## config.mk

```make
export PLATFORM = sky130hd
export DESIGN_NAME = chroma_key_box_keyer
export DESIGN_NICKNAME = d
export VERILOG_FILES = /design/src/ckbk_pkg.sv /design/src/chroma_key_box_keyer.sv
export SDC_FILE = /design/constraint.sdc
export NUM_CORES = 2
export LEC_CHECK = 0
export BUFFER_PORTS_ARGS = -buffer_cell sky130_fd_sc_hd__buf_2
export CORE_MARGIN = 2
export CORE_UTILIZATION = 40
export CTS_BUF_LIST = sky130_fd_sc_hd__clkbuf_4
export DETAILED_ROUTE_END_ITERATION = 7
export PLACE_DENSITY = 0.58
export SLEW_MARGIN = 20
export SYNTH_ARGS = -nofsm -noshare
export SYNTH_HDL_FRONTEND = slang
export SYNTH_SLANG_ARGS = --single-unit
```

## constraint.sdc

```tcl
create_clock -name clock -period 9.2 [get_ports clock]
set_input_delay 0.46 -clock clock [delete_from_list [all_inputs] [get_ports clock]]
set_output_delay 0.46 -clock clock [all_outputs]
set_load 0.02 [all_outputs]
```

## src/ckbk_pkg.sv

```systemverilog
package ckbk_pkg;

   // Pixel and field widths.
   localparam int unsigned CHAN_W  = 8;
   localparam int unsigned PIXEL_W = 4 * CHAN_W;
   localparam logic [CHAN_W-1:0] PIXEL_MAX = 8'd255;

   // Register widths and the configuration port.
   localparam int unsigned HUE_W   = 15;
   localparam int unsigned Q12_W   = 13;
   localparam int unsigned THR_W   = 9;
   localparam int unsigned CSR_W   = 15;
   localparam int unsigned INDEX_W = 2;

   // Register indexes.
   localparam logic [INDEX_W-1:0] REG_HUE        = 2'd0;
   localparam logic [INDEX_W-1:0] REG_SATURATION = 2'd1;
   localparam logic [INDEX_W-1:0] REG_VALUE      = 2'd2;
   localparam logic [INDEX_W-1:0] REG_THRESHOLD  = 2'd3;

   // Fixed-point constants: hue in 1/64 degree, saturation and value in Q12.
   localparam logic [HUE_W-1:0] HUE_FULL   = 15'd23040;
   localparam logic [11:0]      HUE_SECTOR = 12'd3840;
   localparam logic [Q12_W-1:0] Q12_ONE    = 13'd4096;
   // One times one sector, the numerator scale of every color term.
   localparam logic [23:0]      TERM_ONE   = 24'd15728640;

   // The four color terms of the six-sector conversion.
   localparam int unsigned TERM_W = 2;
   localparam logic [TERM_W-1:0] TERM_V = 2'd0;
   localparam logic [TERM_W-1:0] TERM_P = 2'd1;
   localparam logic [TERM_W-1:0] TERM_Q = 2'd2;
   localparam logic [TERM_W-1:0] TERM_T = 2'd3;

   // Sequencer that rebuilds the key box after a register write.
   typedef enum logic [2:0] {
      ST_IDLE,
      ST_PREP,
      ST_MUL1,
      ST_MUL2,
      ST_SCALE,
      ST_BOUND
   } seq_state_type;

   // Start of hue sector n, for n from 0 to 6.
   function automatic logic [HUE_W-1:0] sector_base(input logic [2:0] n);
      logic [HUE_W-1:0] base;
      base = 15'({3'b0, HUE_SECTOR} * {12'b0, n});
      return base;
   endfunction

endpackage

```

## src/chroma_key_box_keyer.sv

```systemverilog
// Chroma key box keyer.
// Pixels enter on the req_ stream (one per request) and leave on the rsp_
// stream with red, green and blue unchanged; alpha is forced to zero when all
// three channels fall inside the key box, else the input alpha passes.
// The key color is set as hue, saturation and value through the csr_ write
// port; the threshold sets the full width of the box on each channel.
// Throughput is one pixel per cycle when the receiver keeps up and no rebuild
// runs; responses pass through the three-stage match pipeline.
// After each register write the box is rebuilt by a sequencer that shares
// one multiplier pair over the four color terms: req_tready stays low from
// the write until the sequencer is idle again; then the new box is in force.
// Reset clears the registers to zero, which gives a black key with a box of
// 0..0 on every channel, and empties the pipeline; no rebuild is needed.
// When the receiver stalls, results stay in the pipeline registers and the
// request side keeps accepting until all three stages are full, then
// req_tready drops; nothing is lost or repeated.
module chroma_key_box_keyer
   import ckbk_pkg::*;
(
   input  logic               clock,
   input  logic               reset,
   // Request stream.
   input  logic               req_tvalid,
   output logic               req_tready,
   input  logic [PIXEL_W-1:0] req_tdata,   // red_in, green_in, blue_in, alpha_in
   // Response stream.
   output logic               rsp_tvalid,
   input  logic               rsp_tready,
   output logic [PIXEL_W-1:0] rsp_tdata,   // red_out, green_out, blue_out, alpha_out
   // Configuration write port.
   input  logic               csr_wen,
   input  logic [INDEX_W-1:0] csr_index,
   input  logic [CSR_W-1:0]   csr_wdata
);

   // Configuration registers.
   logic [HUE_W-1:0] hue_ff;
   logic [Q12_W-1:0] sat_ff;
   logic [Q12_W-1:0] val_ff;
   logic [THR_W-1:0] thr_ff;

   // Box rebuild sequencer.
   seq_state_type    state_ff, state_in;
   logic [TERM_W-1:0] term_cnt_ff;
   logic             prep_en, mul1_en, mul2_en, scale_en, bound_en;

   logic [2:0]       sector_ff, sector_in;
   logic [11:0]      rem_ff, rem_in;
   logic [Q12_W-1:0] s_ff, v_ff;
   logic [HUE_W-1:0] h_sat;
   logic [2:0]       sector_cnt;
   logic [HUE_W-1:0] rem_full;

   logic [11:0]      k_sel;
   logic [23:0]      prod_ff, prod_in;
   logic [23:0]      x_term;
   logic [36:0]      vx_ff, vx_in;
   logic [40:0]      scaled;
   logic [CHAN_W-1:0] term_ff [4];

   logic [CHAN_W-1:0] key_r, key_g, key_b;
   logic [THR_W-1:0]  half;
   logic [CHAN_W-1:0] lo_ff [3];
   logic [CHAN_W-1:0] hi_ff [3];
   logic [CHAN_W-1:0] lo_in [3];
   logic [CHAN_W-1:0] hi_in [3];

   // Match pipeline.
   logic               v1_ff, v2_ff, v3_ff;
   logic               rdy1, rdy2, rdy3;
   logic [PIXEL_W-1:0] pix1_ff, pix2_ff, out_ff;
   logic [2:0]         inside_ff, inside_in;

   // Lower bound of a channel window, clamped at zero.
   function automatic logic [CHAN_W-1:0] bound_lo(input logic [CHAN_W-1:0] key,
                                                  input logic [THR_W-1:0] hw);
      logic [THR_W-1:0] k9;
      logic [THR_W-1:0] diff;
      k9   = {1'b0, key};
      diff = k9 - hw;
      return (k9 > hw) ? diff[CHAN_W-1:0] : '0;
   endfunction

   // Upper bound of a channel window, clamped at full scale.
   function automatic logic [CHAN_W-1:0] bound_hi(input logic [CHAN_W-1:0] key,
                                                  input logic [THR_W-1:0] hw);
      logic [THR_W:0] sum;
      sum = {2'b0, key} + {1'b0, hw};
      return (sum > {2'b0, PIXEL_MAX}) ? PIXEL_MAX : sum[CHAN_W-1:0];
   endfunction

   // Register writes; an index decodes to exactly one register.
   always_ff @(posedge clock) begin
      if (reset) begin
         hue_ff <= '0;
         sat_ff <= '0;
         val_ff <= '0;
         thr_ff <= '0;
      end else if (csr_wen) begin
         unique case (csr_index)
            REG_HUE:        hue_ff <= csr_wdata[HUE_W-1:0];
            REG_SATURATION: sat_ff <= csr_wdata[Q12_W-1:0];
            REG_VALUE:      val_ff <= csr_wdata[Q12_W-1:0];
            REG_THRESHOLD:  thr_ff <= csr_wdata[THR_W-1:0];
            default:        ;
         endcase
      end
   end

   // Sequencer next state; any write restarts the rebuild.
   always_comb begin
      state_in = state_ff;
      unique case (state_ff)
         ST_IDLE:  state_in = ST_IDLE;
         ST_PREP:  state_in = ST_MUL1;
         ST_MUL1:  state_in = ST_MUL2;
         ST_MUL2:  state_in = ST_SCALE;
         ST_SCALE: state_in = (term_cnt_ff == TERM_T) ? ST_BOUND : ST_MUL1;
         ST_BOUND: state_in = ST_IDLE;
         default:  state_in = ST_IDLE;
      endcase
      if (csr_wen) begin
         state_in = ST_PREP;
      end
   end

   // Sequencer outputs.
   always_comb begin
      prep_en  = 1'b0;
      mul1_en  = 1'b0;
      mul2_en  = 1'b0;
      scale_en = 1'b0;
      bound_en = 1'b0;
      unique case (state_ff)
         ST_IDLE:  ;
         ST_PREP:  prep_en  = 1'b1;
         ST_MUL1:  mul1_en  = 1'b1;
         ST_MUL2:  mul2_en  = 1'b1;
         ST_SCALE: scale_en = 1'b1;
         ST_BOUND: bound_en = 1'b1;
         default:  ;
      endcase
   end

   always_ff @(posedge clock) begin
      if (reset) begin
         state_ff    <= ST_IDLE;
         term_cnt_ff <= TERM_V;
      end else begin
         state_ff <= state_in;
         if (prep_en) begin
            term_cnt_ff <= TERM_V;
         end else if (scale_en) begin
            term_cnt_ff <= term_cnt_ff + 1'b1;
         end
      end
   end

   // Saturate the registers and split the hue into sector and remainder.
   always_comb begin
      h_sat      = (hue_ff > HUE_FULL) ? HUE_FULL : hue_ff;
      sector_cnt = '0;
      for (int i = 1; i <= 6; i++) begin
         sector_cnt = sector_cnt + 3'(h_sat >= sector_base(3'(i)));
      end
      rem_full = h_sat - sector_base(sector_cnt);
      // A full turn of hue is the last sector with no fraction.
      if (sector_cnt == 3'd6) begin
         sector_in = 3'd5;
         rem_in    = '0;
      end else begin
         sector_in = sector_cnt;
         rem_in    = rem_full[11:0];
      end
   end

   always_ff @(posedge clock) begin
      if (prep_en) begin
         sector_ff <= sector_in;
         rem_ff    <= rem_in;
         s_ff      <= (sat_ff > Q12_ONE) ? Q12_ONE : sat_ff;
         v_ff      <= (val_ff > Q12_ONE) ? Q12_ONE : val_ff;
      end
   end

   // Term x = one - s * k, k picked per term; then v * x; then
   // floor(v * x * 255 / (4096 * 4096 * 3840)) = (v * x * 17) >> 32.
   always_comb begin
      case (term_cnt_ff)
         TERM_V:  k_sel = '0;
         TERM_P:  k_sel = HUE_SECTOR;
         TERM_Q:  k_sel = rem_ff;
         default: k_sel = HUE_SECTOR - rem_ff;
      endcase
      prod_in = 24'({12'b0, s_ff} * {13'b0, k_sel});
      x_term  = TERM_ONE - prod_ff;
      vx_in   = {24'b0, v_ff} * {13'b0, x_term};
      scaled  = {vx_ff, 4'b0} + {4'b0, vx_ff};
   end

   always_ff @(posedge clock) begin
      if (mul1_en) begin
         prod_ff <= prod_in;
      end
      if (mul2_en) begin
         vx_ff <= vx_in;
      end
      if (scale_en) begin
         term_ff[term_cnt_ff] <= scaled[39:32];
      end
   end

   // Pick the channels for the sector and form the clamped windows.
   always_comb begin
      case (sector_ff)
         3'd0: begin
            key_r = term_ff[TERM_V]; key_g = term_ff[TERM_T]; key_b = term_ff[TERM_P];
         end
         3'd1: begin
            key_r = term_ff[TERM_Q]; key_g = term_ff[TERM_V]; key_b = term_ff[TERM_P];
         end
         3'd2: begin
            key_r = term_ff[TERM_P]; key_g = term_ff[TERM_V]; key_b = term_ff[TERM_T];
         end
         3'd3: begin
            key_r = term_ff[TERM_P]; key_g = term_ff[TERM_Q]; key_b = term_ff[TERM_V];
         end
         3'd4: begin
            key_r = term_ff[TERM_T]; key_g = term_ff[TERM_P]; key_b = term_ff[TERM_V];
         end
         default: begin
            key_r = term_ff[TERM_V]; key_g = term_ff[TERM_P]; key_b = term_ff[TERM_Q];
         end
      endcase
      // An odd threshold rounds the half width up.
      half     = 9'(({1'b0, thr_ff} + 10'd1) >> 1);
      lo_in[0] = bound_lo(key_r, half);
      hi_in[0] = bound_hi(key_r, half);
      lo_in[1] = bound_lo(key_g, half);
      hi_in[1] = bound_hi(key_g, half);
      lo_in[2] = bound_lo(key_b, half);
      hi_in[2] = bound_hi(key_b, half);
   end

   // The box resets to the black key with zero threshold.
   always_ff @(posedge clock) begin
      if (reset) begin
         for (int c = 0; c < 3; c++) begin
            lo_ff[c] <= '0;
            hi_ff[c] <= '0;
         end
      end else if (bound_en) begin
         for (int c = 0; c < 3; c++) begin
            lo_ff[c] <= lo_in[c];
            hi_ff[c] <= hi_in[c];
         end
      end
   end

   // Each stage moves on when the stage after it is empty or moving.
   assign rdy3       = !v3_ff || rsp_tready;
   assign rdy2       = !v2_ff || rdy3;
   assign rdy1       = !v1_ff || rdy2;
   assign req_tready = rdy1 && (state_ff == ST_IDLE);

   // Per-channel window compares on the stage one pixel.
   always_comb begin
      for (int c = 0; c < 3; c++) begin
         inside_in[c] = (pix1_ff[c*CHAN_W +: CHAN_W] >= lo_ff[c]) &&
                        (pix1_ff[c*CHAN_W +: CHAN_W] <= hi_ff[c]);
      end
   end

   always_ff @(posedge clock) begin
      if (reset) begin
         v1_ff <= 1'b0;
         v2_ff <= 1'b0;
         v3_ff <= 1'b0;
      end else begin
         if (rdy1) begin
            v1_ff <= req_tvalid && req_tready;
         end
         if (rdy2) begin
            v2_ff <= v1_ff;
         end
         if (rdy3) begin
            v3_ff <= v2_ff;
         end
      end
   end

   always_ff @(posedge clock) begin
      if (rdy1) begin
         pix1_ff <= req_tdata;
      end
      if (rdy2) begin
         pix2_ff   <= pix1_ff;
         inside_ff <= inside_in;
      end
      if (rdy3) begin
         out_ff[3*CHAN_W-1:0] <= pix2_ff[3*CHAN_W-1:0];
         out_ff[PIXEL_W-1:3*CHAN_W] <= (&inside_ff) ? '0 : pix2_ff[PIXEL_W-1:3*CHAN_W];
      end
   end

   assign rsp_tvalid = v3_ff;
   assign rsp_tdata  = out_ff;

   // A write always holds off requests while the box is rebuilt.
   a_write_blocks_req: assert property (@(posedge clock) disable iff (reset)
      csr_wen |=> !req_tready)
      else $error("request accepted right after a register write");

   // Requests are only taken with the sequencer at rest.
   a_req_only_idle: assert property (@(posedge clock) disable iff (reset)
      (req_tvalid && req_tready) |-> (state_ff == ST_IDLE) && !bound_en)
      else $error("request accepted during a box rebuild");

   // Every window holds its lower bound at or below its upper bound.
   a_box_ordered: assert property (@(posedge clock) disable iff (reset)
      (state_ff == ST_IDLE) |->
         (lo_ff[0] <= hi_ff[0]) && (lo_ff[1] <= hi_ff[1]) && (lo_ff[2] <= hi_ff[2]))
      else $error("key box bounds out of order");

endmodule
```

Word level (Yosys, flattened, before mapping)

Memories as Yosys holds them, arrays and structs flattened.
Cells that the tools add are included.
Widths: inputs -> output; s select.

$add $sub $neg: 17
$mul: 3
Magnitude comparators: 21
Equal/unequal tests: 16
Muxes and demuxes: 32
Bitwise operators: 6
Reduce and logical (&&, ||, !) cells: 26

Operator list:

| operator               | count |
|---|---|
| $mux 8                 | 12 |
| $pmux 8 s3             | 3 |
| $add 40x37->40         | 1 |
| $mul 13x24->37         | 1 |
| $pmux 12 s3            | 1 |
| $add 8x9->10           | 3 |
| $ge 15x14->1 const B   | 2 |
| $ge 15x15->1 const B   | 2 |
| $gt 10x8->1 const B    | 3 |
| $gt 8x9->1             | 3 |
| $gt 13x13->1 const B   | 2 |
| $ge 8x8->1             | 3 |
| $le 8x8->1             | 3 |
| $mul 13x12->24         | 1 |
| $sub 24x24->24 const A | 1 |
| $sub 8x8->8            | 3 |
| $ge 15x12->1 const B   | 1 |
| $ge 15x13->1 const B   | 1 |
| $gt 15x15->1 const B   | 1 |
| $mux 15                | 1 |
| $mux 1                 | 13 |
| $eq 3x2->1 const B     | 4 |
| $eq 3x3->1 const B     | 4 |
| $pmux 3 s4             | 1 |
| other kinds (21)       | 51 |

Flip-flop bits (word level): 259
Memory bits (writable): 80
Bits of input ports: 54
Output and inout bits: 34
Word-level logic and storage cells: 145
Memories: 3

Memory list:

| memory  | words | width | read ports | clocked after Yosys merged registers in | wr ports | line                       | text |
|---|---|---|---|---|---|---|---|
| term_ff | 4     | 8     | 4          | 0                                       | 1        | chroma_key_box_keyer.sv:59 | `logic [CHAN_W-1:0] term_ff [4];` |
| hi_ff   | 3     | 8     | 3          | 0                                       | 3        | chroma_key_box_keyer.sv:64 | `logic [CHAN_W-1:0] hi_ff [3];` |
| lo_ff   | 3     | 8     | 3          | 0                                       | 3        | chroma_key_box_keyer.sv:63 | `logic [CHAN_W-1:0] lo_ff [3];` |

Logic depth before layout (Yosys ltp)

Word-level depth: 10
Gate-level depth with buffers: 27
Mapped depth without buffers: 27

Worst setup path before layout

OpenSTA, ideal clock, no wires.

Path kind: reg-to-reg
Start point: reg prod_ff[5]
End point: reg vx_ff[29] (data pin)
Setup time: 180 ps
Data arrival time: 6668 ps
Data required time: 9020 ps
Slack: 2352 ps
Cell stages (with the launch flop): 25
Buffers on the path: 1
Period minus slack after synthesis: 6848 ps
Cell sequence: edfxtp_1 nor4_4 nand4_1 or3_1 or2_1 nand2_1 xor2_1 buf_2 nand2_1 fa_1 inv_1 fa_1 fa_1 fa_1 inv_1 fa_1 inv_1 ha_1 and4_2 a221oi_1 and2b_2 a311oi_4 o21ai_1 a2111o_1 o311ai_1

Cells in the longest elaborated chain, start to end: 2

RTL lines:

| element                | line                        | text |
|---|---|---|
| start, declared        | chroma_key_box_keyer.sv:55  | `logic [23:0] prod_ff, prod_in;` |
| start signal, assigned | chroma_key_box_keyer.sv:203 | `prod_ff <= prod_in;` |
| $sub 24x24->24         | chroma_key_box_keyer.sv:196 | `x_term = TERM_ONE - prod_ff;` |
| $mul 13x24->37         | chroma_key_box_keyer.sv:197 | `vx_in = {24'b0, v_ff} * {13'b0, x_term};` |
| via vx_in[29]          | chroma_key_box_keyer.sv:57  | `logic [36:0] vx_ff, vx_in;` |
| end signal, assigned   | chroma_key_box_keyer.sv:206 | `vx_ff <= vx_in;` |
| end, declared          | chroma_key_box_keyer.sv:57  |  |

The timed path passes the listed nets, and every way through them passes these cells.
A chain may end at the register's enable or synchronous reset.

Final worst setup path

Start point: reg prod_ff[0]
End point: reg vx_ff[33] (data pin)

The elaborated chain is that of the path after synthesis.

==> results_dict.tcl <==
set metrics [dict create \
    most_numerous_cell_types_in_the_synthesized_netlist "503 x sky130_fd_sc_hd__nand2_1, 496 x sky130_fd_sc_hd__inv_1, 362 x sky130_fd_sc_hd__fa_1" \
    arrival_ns 8.00 \
    post-synth-top-area-cell "sky130_fd_sc_hd__edfxtp_1" \
    buffers_from_clock_root_to_sink_at_most 3 \
    setup_total_negative_slack_ns 0 \
    grt_setup_unrepaired "false" \
    setup_viol 0 \
    layout_worst_path_cycle_share 0.807 \
    drt-pass1-iter-count 5 \
    outcome "finished, final reports clean" \
    core-area_sq_um 79300 \
    post-synth-top-count-cell "sky130_fd_sc_hd__nand2_1" \
    grt.overflow.total 0 \
    hp-class "input pin to register" \
    crit_path_start_kind "register" \
    die_area_sq_um 82500 \
    worst_pin_slew_ns 1.13 \
    via_count 22741 \
    cts_post_setup_buffers_inserted 0 \
    powerDensity_nw_per_um2 160 \
    route.detailed.wl_per_inst_microns 16.6 \
    cts.reportedPaths.clkPinSlew_ns 0.07 \
    p_r_area_growth_vs_syn_pct 10.4 \
    numCtsBuffers 89 \
    timing.critical_path.required_ns 9.78 \
    die-width_microns 287 \
    synth_top_area_share 0.263 \
    globalRouteTotalUtil 0.186 \
    fmaxAchievable_mhz 135 \
    synthesized_area_per_cell_sq_um 9.89 \
    cell_chosen_for_the_clock_root "sky130_fd_sc_hd__clkbuf_4" \
    grt_pass1_wl_mm 123 \
    grt_start_max_net_pins 62 \
    final_antenna_net_count 0 \
    finClkSkew_ns 0.0684 \
    post_synth_main_area_contributors "sky130_fd_sc_hd__edfxtp_1 26%, sky130_fd_sc_hd__fa_1 23%, sky130_fd_sc_hd__ha_1 11%, sky130_fd_sc_hd__nand2_1 5.9%, sky130_fd_sc_hd__inv_1 5.8%" \
    critPathKind "register to register" \
    port_buffers 87 \
    power_leakage_uw 0.0161 \
    core.rowCount 103 \
    numPlacedInstances 4304 \
    synth_enable_flop_cells 281 \
    drv.max_cap_violation_count 0 \
    filler_cell_count 7721 \
    cts_hold_buf 50 \
    cts.sinks 339 \
    max-slew-margin-rel 0.246 \
    detail_route.iter0.violations 1073 \
    synth.yosys.warnings 0 \
    fin_crit_ns 7.43 \
    postSynthNetCount 3944 \
    mappedNetlistArea_sq_um 32100 \
    boundaryPins 88 \
    drt-total-wl_mm 75.0 \
    chipHeight_microns 287 \
    number_of_synthesized_register_bits 339 \
    cts.repair.resized 0 \
    tritoncts "yes" \
    final_critical_path_setup_slack_ns 1.77 \
    synth_cells 3244 \
    place_ws_ns 1.52 \
    initial_utilization 0.405 \
    synth-seq-area-share 0.299 \
    crit_path_end_kind "register" \
    drive_above_1_share 0.0938 \
    nets 4095 \
    yosys_most_used_dff "sky130_fd_sc_hd__edfxtp_1" \
    synth_cell_type_count 78 \
    drc_errors 0 \
    ir_worst_vdd_mv 0.130 \
    antenna_violations_before_repair 1 \
    clock_insertion_delay_at_the_later_pin_of_the_skew_report_ns 0.83 \
    total_count_of_max_transition_violations_in_the_final_report 0 \
    detailedPlacementHpwl_mm 57.0 \
    viasPerCell 5.04 \
    crit_path_max_fo 16 \
    htreeDepth 3 \
    stdcell_count 4515 \
    place.gp.congestion 0.856 \
    timing_hold_violations_final 0 \
    synth-async-reset-ratio 0 \
    vias_in_the_first_global_route 23555 \
]
==> registers in the layout, summed over array words and instances, names as in the netlist, 12 cells and up <==
register   count
rsp_tdata     32
sat_ff        13
term_ff       32
val_ff        13
rem_ff        12
pix2_ff       32
pix1_ff       32
lo_ff         24
v_ff          13
vx_ff         37
hue_ff        15
s_ff          13
prod_ff       24
hi_ff         24
==> worst paths after layout <==
| check | startpoint | endpoint | slack (ns) | cells past startpoint |
|---|---|---|---|---|
| min | csr_index[0] | hue_ff[2] | 0.26 | 4 |
| max | prod_ff[0] | vx_ff[33] | 1.77 | 21 |
| max reg2reg | prod_ff[0] | vx_ff[33] | 1.77 | 21 |
| min reg2reg | pix2_ff[3] | rsp_tdata[3] | 0.40 | 0 |
==> through the flow <==
step	hold WS, ns	total power (uW)	utilization	area [sq um]
3_3_place_gp	0.400	4350	0.426	33800
2_1_floorplan	0.400	3810	-	32100
6_report	0.264	5670	0.447	35400
5_1_grt	0.231	6160	0.447	35400
4_1_cts	0.171	5730	0.447	35400
3_5_place_dp	0.405	4360	0.426	33800
==> power breakdown <==
group          total [uW]  internal, uW  switching, uW
sequential           1900          1840           57.4
combinational        2450          1040           1410
clock                1320           672            651
total                5670          3550           2120
==> cells by family after synthesis <==
logic type      count (synthesis)  share of synthesized area
mux                            47                     0.0155
xor+xnor                      129                     0.0354
buf+inv                       624                     0.0734
simple gates                 1023                      0.152
flops                         339                      0.299
fa+ha+maj                     646                      0.337
compound gates                436                     0.0875
==> routing by layer <==
| metal | up-vias | share of wire | track usage |
|---|---|---|---|
| li1 | 10920 | - | - |
| met3 | 102 | 0.050 | 0.0266 |
| met5 | - | 0 | 0 |
| met4 | 0 | 0.018 | 0.0536 |
| met2 | 531 | 0.48 | 0.313 |
| met1 | 11188 | 0.45 | 0.249 |
==> placed cells by master, fill, tap and decap left out, types with 87 or more instances in the layout <==
master	Yosys	routed
sky130_fd_sc_hd__nand2_1	503	503
sky130_fd_sc_hd__inv_1	496	496
sky130_fd_sc_hd__fa_1	362	362
sky130_fd_sc_hd__ha_1	284	284
sky130_fd_sc_hd__edfxtp_1	281	281
sky130_fd_sc_hd__and2_1	195	195
sky130_fd_sc_hd__a21oi_1	168	168
sky130_fd_sc_hd__clkbuf_4	0	126
sky130_fd_sc_hd__nor2_1	93	93
sky130_fd_sc_hd__xnor2_1	91	90
sky130_fd_sc_hd__buf_2	5	87
==> area by class of cell <==
cell class / instances / area, sq um / share of cell area
inverters: 496 / 1860 / 0.0526
clock inverters: 34 / 205 / 0.00579
clock buffers: 126 / 946 / 0.0267
well taps: 1050 / 1310 / 0.0371
diodes: 1 / 2.50 / 0.0000707
multi-input cells: 2281 / 20200 / 0.569
repair buffers: 188 / 1320 / 0.0372
flip-flops and latches: 339 / 9600 / 0.271
==> worst max-delay path: stages, from the launching register on <==
cell and delay (ns):
sky130_fd_sc_hd__edfxtp_1 0.64, sky130_fd_sc_hd__nor2_1 0.35, sky130_fd_sc_hd__nand4_1 0.22, sky130_fd_sc_hd__or3_1 0.45
sky130_fd_sc_hd__xor2_2 0.54, sky130_fd_sc_hd__nand2_1 0.15, sky130_fd_sc_hd__fa_1 0.54, sky130_fd_sc_hd__inv_1 0.06
sky130_fd_sc_hd__fa_1 0.56, sky130_fd_sc_hd__fa_1 0.43, sky130_fd_sc_hd__fa_1 0.48, sky130_fd_sc_hd__inv_1 0.05
sky130_fd_sc_hd__fa_1 0.53, sky130_fd_sc_hd__inv_1 0.04, sky130_fd_sc_hd__ha_1 0.36, sky130_fd_sc_hd__and4_2 0.26
sky130_fd_sc_hd__a221oi_1 0.32, sky130_fd_sc_hd__and2b_2 0.28, sky130_fd_sc_hd__a311oi_4 0.31, sky130_fd_sc_hd__nor3_1 0.11
sky130_fd_sc_hd__or2_1 0.27, sky130_fd_sc_hd__o311ai_1 0.27
Note: power is estimated with default switching activity, not from simulation.
